<file path="config.mk">
export PLATFORM = sky130hd
export DESIGN_NAME = mpq_cell
export DESIGN_NICKNAME = d
export VERILOG_FILES = /design/src/rtl/mpq_pkg.sv /design/src/rtl/mpq_cell.sv
export SDC_FILE = /design/constraint.sdc
export NUM_CORES = 1
export LEC_CHECK = 0
export BUFFER_PORTS_ARGS = -buffer_cell sky130_fd_sc_hd__buf_2
export CAP_MARGIN = 20
export CORE_MARGIN = 1.5
export CORE_UTILIZATION = 35
export DETAILED_ROUTE_END_ITERATION = 8
export GPL_TIMING_DRIVEN = 0
export PLACE_DENSITY = 0.75
export RECOVER_POWER = 100
export SETUP_SLACK_MARGIN = 0.1
export SYNTH_ARGS = -nofsm -noshare
export SYNTH_HDL_FRONTEND = slang
export SYNTH_SLANG_ARGS = --single-unit
</file>
<file path="constraint.sdc">
create_clock -name clk -period 3.4 [get_ports clk]
set_clock_uncertainty 0.15 [all_clocks]
set_input_delay 0.68 -clock clk [delete_from_list [all_inputs] [get_ports clk]]
set_output_delay 0.68 -clock clk [all_outputs]
set_load 0.03 [all_outputs]
</file>
<file path="src/rtl/mpq_pkg.sv">
// shared types and codes for the max priority queue
package mpq_pkg;

  localparam int unsigned VALUE_W = 32;

  typedef enum logic [1:0] {
    ST_DONE      = 2'd0,
    ST_OVERFLOW  = 2'd1,
    ST_UNDERFLOW = 2'd2
  } status_t;

  typedef struct packed {
    logic ins;
    logic del;
  } cell_ctl_t;

endpackage

</file>
<file path="src/rtl/mpq_cell.sv">
// one slot of the sorted shift array
module mpq_cell (
  input  logic                                 clk,
  input  mpq_pkg::cell_ctl_t                   ctl,
  input  logic                                 occupied,
  input  logic signed [mpq_pkg::VALUE_W-1:0]   new_value,
  input  logic                                 left_keep,
  input  logic signed [mpq_pkg::VALUE_W-1:0]   left_value,
  input  logic signed [mpq_pkg::VALUE_W-1:0]   right_value,
  output logic                                 keep,
  output logic signed [mpq_pkg::VALUE_W-1:0]   value
);

  logic signed [mpq_pkg::VALUE_W-1:0] value_next;

  // equal values stay ahead of a new one, so ties leave in arrival order
  assign keep = occupied && (value >= new_value);

  always_comb begin
    value_next = value;
    if (ctl.del) begin
      value_next = right_value;
    end else if (ctl.ins && !keep) begin
      if (left_keep) begin
        value_next = new_value;
      end else begin
        value_next = left_value;
      end
    end
  end

  always_ff @(posedge clk) begin
    value <= value_next;
  end

endmodule

</file>
==> results.toml, run 1 <==
[worst_hold_path]
min_from = "right_value[18]"
hold_class = "input pin to register"

[floorplanning]
design.core.area_mm2 = 0.00679
die_w_um = 87.0
io_pins = 134
die_area_mm2 = 0.00758
num_rows = 30
dieHeight_um = 87.0
start_util = 0.364

[routing]
viasPerCell = 4.79
wl_per_cell_um = 13.7
drt_first_iter_violations = 74
drt_pass1_iterations = 4
final_antenna_net_count = 0
drc = 0
wirelength_um = 6740
num_vias = 2362

[timing]
fin_crit_sh = 0.949
finalSetupViolCount = 0
finalSetupTns_ns = 0
finalHoldViolCount = 0
min_period_ns = 3.23
rsz0062_at_grt = "true"
slew_headroom = 0.403
fmax_mhz = 310
worst_pin_slew_ns = 0.896
maxSlewViolCount = 0

[cells_and_area]
nFillCells = 662
final_cell_mix = "buf_2, clkbuf_1, nand2_1, mux2i_1, o21ai_0"
area.growth.synth_to_final_pct = 36.9
top_register = "value"
reg.largest.list = "value x32"
drive_gt1_frac = 0.312
layout_commonest_cell = "buf_2"
final_util = 0.498
fin_area_mm2 = 0.00339
instances_no_fill = 493
finish.net_count = 530
largest_reg_flops = 32
diodes = 0

[power_and_ir_drop]
power.switching_uw = 441
clkPwrFrac = 0.224
leakage_uw = 0.00168
internal-power_uw = 802
netSwitchingFraction = 0.355
pwr-share-comb = 0.353
p_seq_frac = 0.423
ir_drop_uv = 190
total_power_uw = 1240
power_density_mw_per_mm2 = 367

[synthesis]
synth_seq_cells = 32
ys_seq_area_frac = 0.389
syn_avg_cell_area_um2 = 9.58
syn_nets = 391
yosys_warnings = 0
synth_top_area_share = 0.389
yosysUniqueCellTypes = 28
synth_area_leaders = "edfxtp_1, ha_1, mux2i_1"
synth_area_mm2 = 0.00247
yosys.area.top_type = "edfxtp_1"
syn_inst = 258

[placement]
post_dp_cell_area_mm2 = 0.00325
globalplace.congestion = 0.823
detailed_place_hpwl_um = 5290
placed_cells = 485
io_buffers = 131

[setup_path]
worstPathCellList = "buf_2 > inv_2 > ha_4 > and4_4 > nand3_1 > a211oi_1 > o32ai_2 > mux2i_1 > a21oi_1 > buf_4"
crit_arrival_ns = 2.40
reg2reg_to = "value[0]"
cp-end-kind = "output pin"
crit_end = "keep"
critPathMaxFanout = 3
startpoint_type = "input pin"
worstPathRequired_ns = 2.57
r2r_cells = 7
cp-startpoint = "new_value[15]"
r2r_slack_ns = 0.32
crit_type = "input pin to output pin"
cpMaxStageDelayCell = "a211oi_1"
max_stage_delay_ns = 0.28
timing.rr.start = "value[15]"

[grt]
grt_start_max_net_pins = 33
grt_pass1_vias = 2267
grt_pass1_wl_um = 10400
grt_usage = 0.177
antenna_found_initial = 0
grt-ovfl-total = 0

[clock_network]
htreeDepth = 2
clockRootBuffer = "clkbuf_8"
cts_buffer_depth = 2
worstSkewPairLatency_ns = 0.28
clock-sinks = 32
cts_tree = "yes"
ctsHoldBuffers = 0
clk_pin_slew_ns = 0.07
numCtsBuffers = 5

[outcome]
outcome = "finished clean"

[job]
maxCapViolations = 0
logic make-up (layout without fill, tap and decap cells):
kind of cell | after synthesis | count (layout) | share of synthesized area
multiplexers | 33 | 33 | 0.134
AO/OA/AOI/OAI | 61 | 61 | 0.142
AND/OR/NAND/NOR | 55 | 55 | 0.104
flip-flops | 32 | 32 | 0.389
adder cells (fa/ha/maj) | 32 | 32 | 0.162
buffers and inverters | 45 | 184 | 0.0698
cell usage after synthesis:
| cell | n |
|---|---|
| mux2i_1 | 33 |
| a211oi_1 | 2 |
| a21o_1 | 3 |
| nand2_1 | 38 |
| o2bb2ai_1 | 1 |
| o31ai_1 | 1 |
| o31a_1 | 1 |
| o211ai_1 | 1 |
| ha_1 | 32 |
| and4_1 | 1 |
| clkbuf_1 | 8 |
| and3_1 | 1 |
| inv_1 | 34 |
| a21oi_1 | 13 |
| nor4_2 | 1 |
| o21ai_0 | 33 |
| and4_4 | 1 |
| buf_2 | 3 |
| o32ai_2 | 1 |
| nor2b_1 | 2 |
| edfxtp_1 | 32 |
| nor2_1 | 1 |
| a211oi_2 | 1 |
| nand3_1 | 3 |
| nand4_1 | 6 |
| o21ai_1 | 3 |
| nand2b_1 | 1 |
| o21a_1 | 1 |
worst min path at each step:
stage,to,slack (ns),cells past startpoint
6_report,value[18],0.53,3
5_1_grt,value[2],0.53,3
4_1_cts,value[13],0.52,3
3_5_place_dp,value[3],0.82,3
3_3_place_gp,value[22],0.80,3
2_1_floorplan,value[29],0.72,2
power groups by stage:
stage	clock (uW)	combinational [uW]	sequential (uW)
3_3_place_gp	0	429	528
2_1_floorplan	0	186	621
3_5_place_dp	0	438	531
5_1_grt	306	492	532
6_report	279	439	526
4_1_cts	294	445	523
layer usage:
layer  global-route usage  part of all wire  up-vias
li1                     -                 -     1199
met1                0.214              0.43     1063
met2                0.316              0.50       96
met3               0.0417             0.069        4
met4               0.0411            0.0076        0
met5                    0                 0        -
what timing repair did:
| action | in CTS | in global routing |
|---|---|---|
| gates resized for setup | 3 | 15 |
| pin swaps | 3 | 11 |
| setup buffers | 0 | 1 |
| endpoints found under the setup margin | 1 | 33 |
| endpoints found under the hold margin | 0 | 0 |
stage by stage:
stage          setup WS [ns]  hold slack (ns)
5_1_grt               0.0140            0.526
3_3_place_gp          -0.118            0.803
2_1_floorplan          0.201            0.717
6_report               0.173            0.530
3_5_place_dp          -0.192            0.815
4_1_cts                0.102            0.516
worst max-delay path: cells and delay by family:
kind                       cells  cell delay [ns]
and+or+nand+nor                2             0.37
adders and majority gates      1             0.26
muxes                          1             0.23
AOI/OAI and AO/OA              3             0.53
buffers and inverters          3             0.32
final cells by class:
cell class / count / area, um^2 / area share
timing repair buffer: 132 / 644 / 0.190
sequential: 32 / 961 / 0.284
clock inverter: 1 / 5.00 / 0.00148
clock buffer: 6 / 72.6 / 0.0214
tap: 96 / 120 / 0.0355
multi-input combinational: 181 / 1410 / 0.416
inverter: 34 / 130 / 0.0384
buffer: 11 / 43.8 / 0.0129
Power figures use the tool's default switching activity.
==> inputs of run 2 (changes only) <==
--- a/config.mk
+++ b/config.mk
@@ -11,7 +11,7 @@
 export CORE_UTILIZATION = 35
 export DETAILED_ROUTE_END_ITERATION = 8
 export GPL_TIMING_DRIVEN = 0
-export PLACE_DENSITY = 0.75
+export PLACE_DENSITY = 0.72
 export RECOVER_POWER = 100
 export SETUP_SLACK_MARGIN = 0.1
 export SYNTH_ARGS = -nofsm -noshare
==> constraint.sdc (replaced) <==
create_clock -name clk -period 3.57 [get_ports clk]
set_clock_uncertainty 0.15 [all_clocks]
set_input_delay 0.714 -clock clk [delete_from_list [all_inputs] [get_ports clk]]
set_output_delay 0.714 -clock clk [all_outputs]
set_load 0.03 [all_outputs]
==> results.toml, run 2 (synthesis results as in run 1) <==
[job]
maxCapViolations = 0

[floorplanning]
die_area_mm2 = 0.00758
start_util = 0.364
io_pins = 134
die_w_um = 87.0
dieHeight_um = 87.0
num_rows = 30
design.core.area_mm2 = 0.00679

[power_and_ir_drop]
total_power_uw = 1160
leakage_uw = 0.00166
power.switching_uw = 410
pwr-share-comb = 0.346
internal-power_uw = 749
clkPwrFrac = 0.224
power_density_mw_per_mm2 = 353
ir_drop_uv = 193
p_seq_frac = 0.430
netSwitchingFraction = 0.354

[setup_path]
worstPathRequired_ns = 2.71
reg2reg_to = "value[18]"
r2r_slack_ns = 0.48
crit_end = "keep"
startpoint_type = "input pin"
cp-end-kind = "output pin"
path_buf_inv = 3
path_depth = 10
critPathMaxFanout = 3
cp-startpoint = "new_value[14]"
r2r_cells = 7
max_stage_delay_ns = 0.30
crit_top_cell = "buf_2"
path_delay_family = "compound AO/OA/AOI/OAI gates"
cpMaxStageDelayCell = "ha_1"
worstPathCellList = "buf_2 > inv_1 > ha_1 > and4_4 > a211oi_2 > o21ai_1 > o32ai_1 > mux2i_1 > a21oi_1 > buf_2"
crit_arrival_ns = 2.49
timing.rr.start = "value[14]"
crit_type = "input pin to output pin"

[routing]
wirelength_um = 6570
viasPerCell = 4.74
wl_per_cell_um = 13.4
num_vias = 2332
drt_first_iter_violations = 52
drt_pass1_iterations = 4
final_antenna_net_count = 0
drc = 0

[worst_hold_path]
hold_depth = 3
hold_class = "input pin to register"

[cells_and_area]
top_register = "value"
area.growth.synth_to_final_pct = 33.0
reg.largest.list = "value x32"
multiInputGateArea_mm2 = 0.00135
finish.net_count = 529
layout_commonest_cell = "buf_2"
drive_gt1_frac = 0.275
instances_no_fill = 492
nFillCells = 684
seq_area_um2 = 961
final_cell_mix = "buf_2, clkbuf_1, nand2_1, inv_1"
fin_area_mm2 = 0.00329
diodes = 0
largest_reg_flops = 32

[timing]
finalSetupViolCount = 0
fin_crit_sh = 0.940
finalHoldViolCount = 0
fmax_mhz = 298
min_period_ns = 3.36
finalSetupTns_ns = 0
maxSlewViolCount = 0
rsz0062_at_grt = "false"
slew_headroom = 0.431
worst_pin_slew_ns = 0.854

[placement]
detailed_place_hpwl_um = 5270
post_dp_cell_area_mm2 = 0.00325
placed_cells = 485
io_buffers = 131
globalplace.congestion = 0.809

[grt]
grt_usage = 0.175
antenna_found_initial = 0
grt_start_max_net_pins = 33
grt-ovfl-total = 0
grt_pass1_vias = 2328
grt_pass1_wl_um = 10200

[clock_network]
cts_tree = "yes"
clk_pin_slew_ns = 0.07
clock-sinks = 32
worstSkewPairLatency_ns = 0.28
cts_buffer_depth = 2
clockRootBuffer = "clkbuf_8"
ctsHoldBuffers = 0
htreeDepth = 2
numCtsBuffers = 5

[outcome]
outcome = "finished clean"
## run 2: cell count changes in the layout (fill, tap and decap cells not counted), moves of 3 or more
cell	before	now
inv_1	29	34
ha_1	28	32
inv_2	4	0
buf_6	3	0
ha_4	4	0
## run 2: worst min path at each step
stage / startpoint / to / slack [ns]
finish: right_value[29] / value[29] / 0.56
global route: right_value[11] / value[11] / 0.56
CTS: right_value[11] / value[11] / 0.55
detailed placement: right_value[11] / value[11] / 0.85
global placement: right_value[22] / value[22] / 0.84
floorplan: right_value[29] / value[29] / 0.75
## run 2: power groups by stage
| stage | registers [uW] | logic, uW | clock network (uW) |
|---|---|---|---|
| after floorplan | 592 | 176 | 0 |
| after global placement | 504 | 409 | 0 |
| after detailed placement | 506 | 417 | 0 |
| after CTS | 498 | 419 | 272 |
| after global routing | 504 | 451 | 280 |
| final | 498 | 401 | 260 |
## run 2: what timing repair did
item | in CTS | in global routing
resized for setup | 0 | 4
endpoints found under the setup margin | 0 | 1
buffers inserted | 0 | 0
## run 2: routing by layer
layer | share of wire | GRT usage | vias up | routed length, um
met4 | 0.013 | 0.0513 | 0 | 85
met3 | 0.065 | 0.0436 | 8 | 426
li1 | - | - | 1197 | -
met1 | 0.42 | 0.193 | 1042 | 2790
met5 | 0 | 0 | - | 0
met2 | 0.50 | 0.329 | 85 | 3270
## run 2: stage by stage
step,setup WS [ns],hold slack [ns],utilization
2_1_floorplan,0.128,0.751,-
3_3_place_gp,-0.595,0.840,0.478
3_5_place_dp,-0.00106,0.849,0.478
4_1_cts,0.158,0.553,0.490
5_1_grt,0.0664,0.556,0.484
6_report,0.214,0.560,0.484
## run 2: area by class of cell
cell class,instances,share of cell area
buffer,11,0.0126
clock buffer,5,0.0209
clock inverter,2,0.00228
inverter,34,0.0388
multi-input combinational,181,0.409
sequential,32,0.292
tap,96,0.0365
timing repair buffer,131,0.187
## run 2: worst register-to-register path: cells and delay by family, from the launching register on
family | cells | cell delay (ns)
compound gates | 4 | 1.29
simple gates | 1 | 0.22
flops | 1 | 0.42
fa+ha+maj | 1 | 0.35
mux | 1 | 0.28
==> inputs of run 3 (changes only) <==
--- a/config.mk
+++ b/config.mk
@@ -8,10 +8,10 @@
 export BUFFER_PORTS_ARGS = -buffer_cell sky130_fd_sc_hd__buf_2
 export CAP_MARGIN = 20
 export CORE_MARGIN = 1.5
-export CORE_UTILIZATION = 35
+export CORE_UTILIZATION = 45
 export DETAILED_ROUTE_END_ITERATION = 8
 export GPL_TIMING_DRIVEN = 0
-export PLACE_DENSITY = 0.72
+export PLACE_DENSITY = 0.88
 export RECOVER_POWER = 100
 export SETUP_SLACK_MARGIN = 0.1
 export SYNTH_ARGS = -nofsm -noshare
==> results.toml, run 3 (synthesis results as in run 1) <==
[outcome]
outcome = "finished clean"

[timing]
finalHoldViolCount = 0
rsz0062_at_grt = "false"
maxSlewViolCount = 0
fin_crit_sh = 0.951
min_period_ns = 3.40
finalSetupTns_ns = 0
finalSetupViolCount = 0
slew_headroom = 0.449
fmax_mhz = 294
worst_pin_slew_ns = 0.826
hold_slack_ns = 0.558

[cells_and_area]
nFillCells = 471
seq_area_um2 = 961
diodes = 0
instances_no_fill = 467
layout_commonest_cell = "buf_2"
multiInputGateArea_mm2 = 0.00137
largest_reg_flops = 32
finish.net_count = 529
final_cell_mix = "buf_2, clkbuf_1, nand2_1, inv_1"
area.growth.synth_to_final_pct = 34.0
final_util = 0.637
reg.largest.list = "value x32"
top_register = "value"
drive_gt1_frac = 0.280

[grt]
grt_usage = 0.233
grt-ovfl-total = 0
grt_pass1_vias = 2499
grt_pass1_wl_um = 11000
grt_start_max_net_pins = 33
antenna_found_initial = 0

[power_and_ir_drop]
leakage_uw = 0.00168
p_seq_frac = 0.399
clkPwrFrac = 0.273
power_density_mw_per_mm2 = 379
internal-power_uw = 828
ir_drop_uv = 225
pwr-share-comb = 0.329
netSwitchingFraction = 0.341
power.switching_uw = 428

[setup_path]
cpMaxStageDelayCell = "mux2i_1"
path_delay_family = "compound AO/OA/AOI/OAI gates"
crit_arrival_ns = 2.53
worstPathCellList = "buf_2 > inv_1 > ha_1 > and4_1 > a211oi_2 > o21ai_1 > o32ai_2 > mux2i_1 > a21oi_1 > buf_4"
startpoint_type = "input pin"
path_buf_inv = 3
critPathMaxFanout = 3
cp-startpoint = "new_value[13]"
timing.rr.start = "value[13]"
max_stage_delay_ns = 0.30
worstPathRequired_ns = 2.71
crit_type = "input pin to output pin"
crit_end = "keep"
reg2reg_to = "value[17]"
path_depth = 10
r2r_cells = 7
r2r_slack_ns = 0.49
cp-end-kind = "output pin"

[routing]
drt_pass1_iterations = 4
viasPerCell = 5.23
num_vias = 2443
final_antenna_net_count = 0
drt_first_iter_violations = 60
wl_per_cell_um = 14.5
wirelength_um = 6780
drc = 0

[floorplanning]
die_w_um = 77.1
io_pins = 134
design.core.area_mm2 = 0.00520
die_area_mm2 = 0.00595
dieHeight_um = 77.1
num_rows = 26
start_util = 0.475

[clock_network]
clk_pin_slew_ns = 0.07
htreeDepth = 2
cts_tree = "yes"
clockRootBuffer = "clkbuf_8"
numCtsBuffers = 5
clock-sinks = 32
worstSkewPairLatency_ns = 0.29
cts_buffer_depth = 2

[placement]
detailed_place_hpwl_um = 5370
globalplace.congestion = 0.798
io_buffers = 131
placed_cells = 459

[job]
maxCapViolations = 0

[worst_hold_path]
hold_class = "input pin to register"
-- run 3: cell count changes in the layout (fill, tap and decap cells not counted), sizes merged --
cell,before,now
bufinv,0,1
-- run 3: worst min-delay path by stage --
stage	startpoint	end	slack (ns)	depth (start not counted)
floorplan	right_value[29]	value[29]	0.75	2
global placement	right_value[29]	value[29]	0.84	3
detailed placement	right_value[26]	value[26]	0.85	3
CTS	right_value[27]	value[27]	0.55	3
global route	right_value[27]	value[27]	0.56	3
finish	right_value[27]	value[27]	0.56	3
-- run 3: cell type report --
type                       count  area share
buffer                        11      0.0125
clock buffer                   5      0.0208
clock inverter                 3      0.0113
inverter                      34      0.0385
multi-input combinational    181       0.414
sequential                    32       0.290
tap                           70      0.0264
timing repair buffer         131       0.187
-- run 3: worst min-delay path, cell delays in order --
cell     delay [ns]
buf_2          0.07
nand2_1        0.04
o21ai_0        0.06
-- run 3: timing repair --
action / CTS / global route
endpoints found under the setup margin: 0 / 1
resized for setup: 0 / 5
setup buffers: 0 / 0
hold buffers: 0 / 0
-- run 3: metrics by stage --
step | cell area, um^2 | total power (uW) | setup slack, ns
3_3_place_gp | 3220 | 908 | -0.483
3_5_place_dp | 3220 | 924 | 0.0321
4_1_cts | 3320 | 1270 | 0.133
6_report | 3310 | 1260 | 0.173
5_1_grt | 3310 | 1330 | 0.0590
2_1_floorplan | 2470 | 768 | 0.128
-- run 3: power by group through the flow --
stage | Clock, uW | Sequential (uW) | Combinational [uW]
after floorplan | 0 | 592 | 176
after global placement | 0 | 503 | 405
after detailed placement | 0 | 505 | 419
after CTS | 348 | 497 | 422
after global routing | 367 | 505 | 457
final | 342 | 501 | 413
-- run 3: layer usage --
metal  track usage  part of all wire  up-vias
li1              -                 -     1197
met1         0.248              0.40     1137
met2         0.441              0.52       99
met3        0.0619             0.068       10
met4        0.0727             0.015        0
met5             0                 0        -
